**config.mk**
```make
export PLATFORM = sky130hd
export DESIGN_NAME = fire_heat_diffusion
export DESIGN_NICKNAME = d
export VERILOG_FILES = /design/src/rtl/fhd_pkg.sv /design/src/rtl/fhd_heat_ram.sv /design/src/rtl/fhd_cell_calc.sv /design/src/rtl/fhd_out_buf.sv /design/src/rtl/fire_heat_diffusion.sv
export SDC_FILE = /design/constraint.sdc
export NUM_CORES = 2
export LEC_CHECK = 0
export BUFFER_PORTS_ARGS = -buffer_cell sky130_fd_sc_hd__buf_2
export CAP_MARGIN = 15
export CORE_ASPECT_RATIO = 1.25
export CORE_MARGIN = 1.5
export CORE_UTILIZATION = 35
export DETAILED_ROUTE_END_ITERATION = 12
export PLACE_DENSITY = 0.47
export SLEW_MARGIN = 0
export SYNTH_ARGS = -nofsm -noshare
export SYNTH_HDL_FRONTEND = slang
export SYNTH_SLANG_ARGS = --single-unit
```
**constraint.sdc**
```tcl
create_clock -name clk -period 18.4 [get_ports clk]
set_clock_uncertainty 0.05 [all_clocks]
set_input_delay 3.68 -clock clk [delete_from_list [all_inputs] [get_ports clk]]
set_output_delay 3.68 -clock clk [all_outputs]
set_load 0.02 [all_outputs]
```
**src/rtl/fhd_pkg.sv**
```systemverilog
`default_nettype none

package fhd_pkg;

  localparam int WIDTH  = 16;
  localparam int HEIGHT = 16;

  localparam int COL_W  = $clog2(WIDTH);
  localparam int ROW_W  = $clog2(HEIGHT);
  localparam int ADDR_W = ROW_W + COL_W;
  // Rows are laid out on a power-of-two stride so that an address is {row, col}.
  localparam int DEPTH  = HEIGHT << COL_W;

  // floor(x / 3) == (x * 683) >> 11 for every x below 1024.
  localparam logic [9:0] DIV3_MUL = 10'd683;

  typedef logic [7:0]        heat_t;
  typedef logic [COL_W-1:0]  col_t;
  typedef logic [ROW_W-1:0]  row_t;
  typedef logic [ADDR_W-1:0] addr_t;

  typedef struct packed {
    row_t row;
    col_t col;
  } pos_t;

  // Neighborhood of the cell being computed. h_prev is the cell to the left
  // in the current row (already new), cur and nxt are the cell itself and its
  // right neighbor (still old), and the b_* entries are the row below.
  typedef struct packed {
    heat_t h_prev;
    heat_t cur;
    heat_t nxt;
    heat_t b_m1;
    heat_t b_0;
    heat_t b_p1;
  } window_t;

  typedef struct packed {
    logic first_col;
    logic last_col;
    logic bottom;
  } cell_kind_t;

  typedef struct packed {
    logic [3:0] cell_col;
    logic [3:0] cell_row;
    heat_t      heat;
    logic       frame_end;
  } cell_res_t;

  localparam pos_t RESET_POS = '{row: row_t'(HEIGHT - 1), col: '0};

  // Next cell in visit order: left to right, rows from the bottom upward.
  function automatic pos_t pos_adv(pos_t p);
    pos_t n;
    n = p;
    if (p.col == col_t'(WIDTH - 1)) begin
      n.col = '0;
      n.row = (p.row == '0) ? row_t'(HEIGHT - 1) : p.row - row_t'(1);
    end else begin
      n.col = p.col + col_t'(1);
    end
    return n;
  endfunction

  function automatic addr_t addr_of(pos_t p);
    return {p.row, p.col};
  endfunction

  // Address of the cell directly below; wraps for the bottom row, whose
  // neighborhood is never used.
  function automatic addr_t addr_below(pos_t p);
    row_t r;
    r = (p.row == row_t'(HEIGHT - 1)) ? '0 : p.row + row_t'(1);
    return {r, p.col};
  endfunction

  function automatic logic [3:0] low4_col(col_t c);
    logic [31:0] t;
    t = 32'(c);
    return t[3:0];
  endfunction

  function automatic logic [3:0] low4_row(row_t r);
    logic [31:0] t;
    t = 32'(r);
    return t[3:0];
  endfunction

endpackage

`default_nettype wire

```
**src/rtl/fhd_heat_ram.sv**
```systemverilog
`default_nettype none

module fhd_heat_ram
  import fhd_pkg::*;
(
  input  wire logic  clk,
  input  wire logic  we,
  input  wire addr_t waddr,
  input  wire heat_t wdata,
  input  wire addr_t ra_addr,
  input  wire addr_t rb_addr,
  output      heat_t ra_data,
  output      heat_t rb_data
);

  heat_t mem [DEPTH];

  // Both read ports return the old contents when they hit the written address.
  always_ff @(posedge clk) begin
    ra_data <= mem[ra_addr];
    rb_data <= mem[rb_addr];
    if (we) begin
      mem[waddr] <= wdata;
    end
  end

endmodule

`default_nettype wire

```
**src/rtl/fhd_cell_calc.sv**
```systemverilog
`default_nettype none

module fhd_cell_calc
  import fhd_pkg::*;
(
  input  wire window_t    win,
  input  wire cell_kind_t kind,
  input  wire heat_t      seed_heat,
  input  wire logic [4:0] cooling,
  output      heat_t      heat
);

  logic [10:0] sum;
  logic [9:0]  half;
  logic [19:0] prod;
  heat_t       mean;

  always_comb begin
    sum = 11'(win.cur) + 11'(win.b_0);
    if (!kind.first_col) begin
      sum = sum + 11'(win.h_prev) + 11'(win.b_m1);
    end
    if (!kind.last_col) begin
      sum = sum + 11'(win.nxt) + 11'(win.b_p1);
    end
  end

  // A six-cell sum is halved and then divided by three through a reciprocal.
  assign half = sum[10:1];
  assign prod = 20'(half) * 20'(DIV3_MUL);

  always_comb begin
    if (kind.first_col || kind.last_col) begin
      mean = sum[9:2];
    end else begin
      mean = prod[18:11];
    end
    if (kind.bottom) begin
      heat = seed_heat;
    end else if (mean > heat_t'(cooling)) begin
      heat = mean - heat_t'(cooling);
    end else begin
      heat = '0;
    end
  end

endmodule

`default_nettype wire

```
**src/rtl/fhd_out_buf.sv**
```systemverilog
`default_nettype none

module fhd_out_buf
  import fhd_pkg::*;
(
  input  wire logic      clk,
  input  wire logic      rst_n,
  input  wire logic      push,
  input  wire cell_res_t push_res,
  output      logic      push_ready,
  output      logic      out_valid,
  input  wire logic      out_ready,
  output      cell_res_t out_res,
  output      heat_t     out_red,
  output      heat_t     out_green,
  output      heat_t     out_blue
);

  typedef struct packed {
    cell_res_t res;
    heat_t     red;
    heat_t     green;
    heat_t     blue;
  } pix_t;

  pix_t       pix_in;
  pix_t       main_r;
  pix_t       skid_r;
  logic       main_v_r;
  logic       skid_v_r;
  logic       pop;
  logic [7:0] scaled;
  logic [8:0] white;

  // Four-band palette: red ramp, green ramp, blue ramp, then blue toward white.
  always_comb begin
    scaled = {push_res.heat[5:0], 2'b00};
    white  = 9'd200 + 9'(scaled);
    pix_in.res = push_res;
    case (push_res.heat[7:6])
      2'd0: begin
        pix_in.red   = scaled;
        pix_in.green = '0;
        pix_in.blue  = '0;
      end
      2'd1: begin
        pix_in.red   = 8'hFF;
        pix_in.green = scaled;
        pix_in.blue  = '0;
      end
      2'd2: begin
        pix_in.red   = 8'hFF;
        pix_in.green = 8'hFF;
        pix_in.blue  = 8'(push_res.heat[5:0]) + {push_res.heat[5:0], 1'b0};
      end
      default: begin
        pix_in.red   = 8'hFF;
        pix_in.green = 8'hFF;
        pix_in.blue  = white[8] ? 8'hFF : white[7:0];
      end
    endcase
  end

  assign pop        = main_v_r && out_ready;
  assign push_ready = !skid_v_r;

  always_ff @(posedge clk) begin
    if (!rst_n) begin
      main_v_r <= 1'b0;
      skid_v_r <= 1'b0;
    end else if (skid_v_r) begin
      if (pop) begin
        skid_v_r <= 1'b0;
      end
    end else if (push) begin
      if (main_v_r && !pop) begin
        skid_v_r <= 1'b1;
      end else begin
        main_v_r <= 1'b1;
      end
    end else if (pop) begin
      main_v_r <= 1'b0;
    end
  end

  always_ff @(posedge clk) begin
    if (skid_v_r) begin
      if (pop) begin
        main_r <= skid_r;
      end
    end else if (push) begin
      if (main_v_r && !pop) begin
        skid_r <= pix_in;
      end else begin
        main_r <= pix_in;
      end
    end
  end

  assign out_valid = main_v_r;
  assign out_res   = main_r.res;
  assign out_red   = main_r.red;
  assign out_green = main_r.green;
  assign out_blue  = main_r.blue;

endmodule

`default_nettype wire

```
**src/rtl/fire_heat_diffusion.sv**
```systemverilog
`default_nettype none

// Fire-effect heat diffusion over a WIDTH x HEIGHT frame (package constants,
// 16 x 16 by default). Each input transaction computes the next cell in visit
// order: the bottom row left to right, then each row above it, ending at the
// top row's last column, where out_tlast is set and the scan wraps. Bottom
// cells take seed_heat; other cells take the mean of their in-bounds 3x2
// neighborhood (this row and the one below) minus cooling, clamped at zero.
// The block takes one cell per clock cycle while in_tready is high, limited by
// the loop through the mean of each cell, which feeds the next cell to its right.
// Results are registered on acceptance in an output register backed by a skid
// stage, so a stalled output does not stop the input until both are full. The
// heat frame lives in one memory with two registered read ports, which prefetch
// the neighborhood two cells ahead, and one write port; the first frame after
// reset reads unwritten cells as zero. in_tready stays low after reset until
// primed_r is set, while the first prefetch completes.
module fire_heat_diffusion
  import fhd_pkg::*;
(
  input  wire logic        clk,
  input  wire logic        rst_n,
  input  wire logic        in_tvalid,
  output      logic        in_tready,
  input  wire logic [15:0] in_tdata,   // seed_heat[7:0], cooling[12:8], zero[15:13]
  output      logic        out_tvalid,
  input  wire logic        out_tready,
  output      logic [39:0] out_tdata,  // cell_col[3:0], cell_row[7:4], heat[15:8],
                                       // red[23:16], green[31:24], blue[39:32]
  output      logic        out_tlast   // frame_end
);

  pos_t       pos_r;
  pos_t       la2_r;
  logic       primed_r;
  logic       first_frame_r;
  logic       byp_r;
  heat_t      byp_h_r;
  addr_t      rb_addr_r;
  window_t    win_r;

  logic       accept;
  logic       buf_ready;
  pos_t       rd_pos;
  addr_t      ra_addr;
  addr_t      rb_addr;
  addr_t      waddr;
  heat_t      ra_data;
  heat_t      rb_data;
  heat_t      heat;
  heat_t      below_nxt;
  cell_kind_t kind;
  cell_res_t  res;
  cell_res_t  out_res;
  heat_t      out_red;
  heat_t      out_green;
  heat_t      out_blue;

  assign in_tready = primed_r && buf_ready;
  assign accept    = in_tvalid && in_tready;

  // The read ports always hold the cell two positions ahead of the scan and the cell below it.
  assign rd_pos  = accept ? pos_adv(la2_r) : la2_r;
  assign ra_addr = addr_of(rd_pos);
  assign rb_addr = addr_below(rd_pos);
  assign waddr   = addr_of(pos_r);

  assign kind.first_col = (pos_r.col == '0);
  assign kind.last_col  = (pos_r.col == col_t'(WIDTH - 1));
  assign kind.bottom    = (pos_r.row == row_t'(HEIGHT - 1));

  // In narrow frames the cell below may be written after its read was issued:
  // the current result or the one written alongside the read replaces it.
  always_comb begin
    if (rb_addr_r == waddr) begin
      below_nxt = heat;
    end else if (byp_r) begin
      below_nxt = byp_h_r;
    end else begin
      below_nxt = rb_data;
    end
  end

  fhd_heat_ram u_ram (
    .clk     (clk),
    .we      (accept),
    .waddr   (waddr),
    .wdata   (heat),
    .ra_addr (ra_addr),
    .rb_addr (rb_addr),
    .ra_data (ra_data),
    .rb_data (rb_data)
  );

  fhd_cell_calc u_calc (
    .win       (win_r),
    .kind      (kind),
    .seed_heat (in_tdata[7:0]),
    .cooling   (in_tdata[12:8]),
    .heat      (heat)
  );

  always_ff @(posedge clk) begin
    if (!rst_n) begin
      pos_r         <= RESET_POS;
      la2_r         <= pos_adv(pos_adv(RESET_POS));
      primed_r      <= 1'b0;
      first_frame_r <= 1'b1;
      byp_r         <= 1'b0;
    end else begin
      primed_r <= 1'b1;
      byp_r    <= accept && (rb_addr == waddr);
      if (accept) begin
        pos_r <= pos_adv(pos_r);
        la2_r <= rd_pos;
        if (pos_r.row == '0 && kind.last_col) begin
          first_frame_r <= 1'b0;
        end
      end
    end
  end

  always_ff @(posedge clk) begin
    rb_addr_r <= rb_addr;
    byp_h_r   <= heat;
    if (accept) begin
      win_r.h_prev <= heat;
      win_r.cur    <= win_r.nxt;
      win_r.nxt    <= first_frame_r ? '0 : ra_data;
      win_r.b_m1   <= win_r.b_0;
      win_r.b_0    <= win_r.b_p1;
      win_r.b_p1   <= below_nxt;
    end
  end

  assign res.cell_col  = low4_col(pos_r.col);
  assign res.cell_row  = low4_row(pos_r.row);
  assign res.heat      = heat;
  assign res.frame_end = (pos_r.row == '0) && kind.last_col;

  fhd_out_buf u_out (
    .clk        (clk),
    .rst_n      (rst_n),
    .push       (accept),
    .push_res   (res),
    .push_ready (buf_ready),
    .out_valid  (out_tvalid),
    .out_ready  (out_tready),
    .out_res    (out_res),
    .out_red    (out_red),
    .out_green  (out_green),
    .out_blue   (out_blue)
  );

  assign out_tdata = {out_blue, out_green, out_red, out_res.heat,
                      out_res.cell_row, out_res.cell_col};
  assign out_tlast = out_res.frame_end;

endmodule

`default_nettype wire
```
==> results.md <==
- Slew Viols, Final: 0
- Hold Buf Count CTS: 0
- CTS Buf Count: 221
- ANT nets after route: 0
- Slew @ Worst Pin: ~1.3 ns
- Fin crit share: between 70 and 80%
- Hold WC Path Type: flop to flop
- Top-Level Pins: 63
- Crit path launch: win_r[8]$_DFFE_PP_
- Startpoint types: flop
- Gpl congestion: about 0.89
- Syn Inst Count: 5011
- Required time worst endpoint: ~19 ns
- Resize count post-CTS: 0
- Clock-pin slew on the worst setup and hold paths: approximately 0.06 ns
- Hold path start: win_r[26]$_SDFFCE_PP0P_
- Post-Syn Area: 91800 µm²
- Reg-to-reg startpoint: win_r[8]$_DFFE_PP_
- Synth warn: 0
- Total wire length: roughly 250000 µm
- Status: finished, final reports clean
- Syn nets: 5183
- TritonCTS clock tree: yes
- RSZ-0062 raised after global routing: false
- Die width: about 460 µm
- Power per cell area: 136 nW/µm²
- Max_slew headroom: about a tenth
- Total congestion overflow: 0
- H-tree levels: 4
- IO Port Bufs: between 50 and 60
- Crit-path slowest cell: a31oi_1
- Post-synth EDFFs: between 2000 and 2500
- Vias/cell: 5.33
- Ys flop type: edfxtp_1
- Final setup vio count: 0
- DP Cell Count: 8370
- Most common cell in the synthesized netlist: edfxtp_1
- Synth unique cells: 68
- Critical path capture point type: flop
- Min Tclk post-route: about 14 ns
- Core area: about 260000 µm²
- Yosys top cell by area: edfxtp_1
- Cell Count, Final, Fillers Out: around 8800
- Sum of negative setup slack: 0 ns
- Vias in the first global route: a little under 50000
- Root buffer cell: clkbuf_16
- Worst skew pair latency: roughly 0.88 ns
- Final Hold Fails: 0
- Pleak: roughly 0.032 µW
- Synth top area cells: edfxtp_1, mux4_2, nand2_1
- DR WL/cell: just under 30 µm
- Critical path type: flop to flop
- # clock sinks: between 2000 and 2500
- P&R area growth vs syn: 11.7%
- Placed instance area: approximately 96000 µm²
- Peak supply drop: roughly 0.33 mV
- Seq/Total Area, Yosys: between 70 and 80%
- WP data arrival: 14.88 ns
- Setup bufs post-CTS: 0
- Gr usage total: a little under a fifth
- Rows: between 200 and 250
- Critical-path maximum fanout: 73
- Initial DRC count: ~3700
- Share of layout cells above drive strength 1: between 10% and 20%
- First-pass GRT wire length: between 300000 and 400000 µm
- Fmax: between 60 and 70 MHz
- Area of the die: approximately 270000 µm²
- Synth top area share: between 70% and 80%
- Initial Utilization: 35.1%
- DRT Pass-1 Iters: 5
- Critical Path Max Stage Delay: around 0.65 ns
- Die height: between 500 and 600 µm
- Number of remaining DRC errors: 0
- DP HPWL: approximately 150000 µm
- Async set-reset flop share out of synthesis: 0%
- Max-cap viol count: 0
- Largest net degree at the start of global routing: 200
- #FFs+latches synth: 2227
- Final instance area: 103000 µm²
- Initial antenna violation count: 12
- Via count: between 40000 and 50000
- Final Net Count: between 5000 and 6000
- Top cells by count, synth: edfxtp_1, mux4_2, nand2_1, nor2_1, clkbuf_1
- Bufs on Longest Clock Path: 4
- Syn Area/Cell: between 15 and 20 µm²
-- path summary, 6_finish.rpt --
kind,cells past startpoint,slack (ns),end
max reg2reg,55,4.04,u_out.out_blue[7]$_DFFE_PP_
max,55,4.04,u_out.out_blue[7]$_DFFE_PP_
min reg2reg,0,0.40,win_r[34]$_DFFE_PP_
min,0,0.40,win_r[34]$_DFFE_PP_
-- stage by stage --
step / util, % / hold WS [ns] / setup WS, ns / total power [µW]
floorplan: - / 0.356 / 3.23 / 8780
global route: 39.2 / 0.421 / 2.91 / 14800
detailed placement: 36.7 / 0.392 / 3.98 / 9860
finish: 39.2 / 0.405 / 4.04 / 14000
global placement: 36.7 / 0.385 / 3.99 / 9860
CTS: 39.2 / 0.404 / 3.92 / 14100
-- routing by layer --
layer | wire [µm] | up-vias | track usage (%)
met2 | 129000 | 1009 | 32.6
met3 | 10700 | 330 | 2.35
met4 | 7090 | 0 | 5.31
met5 | 0 | - | 0
met1 | 107000 | 25226 | 25.2
li1 | - | 20157 | -
-- critical path: cells and delay by family, from the launching register on --
kind                     cells  cell delay (ns)
AO/OA/AOI/OAI               24             5.39
XOR/XNOR                     3             0.49
flip-flops                   1             0.35
multiplexers                 1             0.12
buffers and inverters        4             0.23
AND/OR/NAND/NOR              7             1.15
adder cells (fa/ha/maj)     16             6.24
-- registers in the layout, summed over array words and instances (netlist names) --
signal and cells:
u_out.out_red 7, u_out.out_blue 8, u_out.skid_r 39, u_ram.ra_data 8, u_out.out_valid 1, u_out.skid_v_r 1
u_out.out_res 17, u_out.out_green 7, first_frame_r 1, byp_r 1, u_ram.rb_data 8, u_ram.mem 2048
primed_r 1, win_r 48, pos_r 8, rb_addr_r 8, la2_r 8, byp_h_r 8
-- layout by cell type, fill, tap and decap left out, types with 59 or more instances in the layout --
cell type  instances
a211oi_1         137
a31oi_1          136
and2_1           137
buf_2             59
buf_4             75
clkbuf_16        223
clkinv_1          62
edfxtp_1        2174
ha_1             112
inv_1            100
mux4_2           549
nand2_1          452
nand3_1           74
nor2_1           320
-- cell type report --
cell class / count / area (µm²)
Antenna cell: 4 / 10.0
Clock buffer: 282 / 5810
Clock inverter: 109 / 687
Fill cell: 23833 / 159000
Inverter: 110 / 465
Multi-Input combinational cell: 2391 / 23800
Sequential cell: 2227 / 66300
Tap cell: 3498 / 4380
Timing Repair Buffer: 145 / 1090
-- power breakdown --
| group | total, µW | switching [µW] | internal (µW) |
|---|---|---|---|
| combinational | 4150 | 2420 | 1730 |
| sequential | 5600 | 10.1 | 5590 |
| clock | 4230 | 1910 | 2310 |
-- kinds of logic (layout without fill, tap and decap cells) --
group	count (synthesis)	count (layout)	synth area share [%]
mux	592	592	14.0
xor+xnor	54	54	0.515
simple gates	1091	1091	5.20
buf+inv	393	646	1.94
fa+ha+maj	152	152	2.40
compound gates	502	502	3.69
flops	2227	2227	72.3
other cells	0	4	0
No activity file was read; power rests on OpenSTA's default activity.
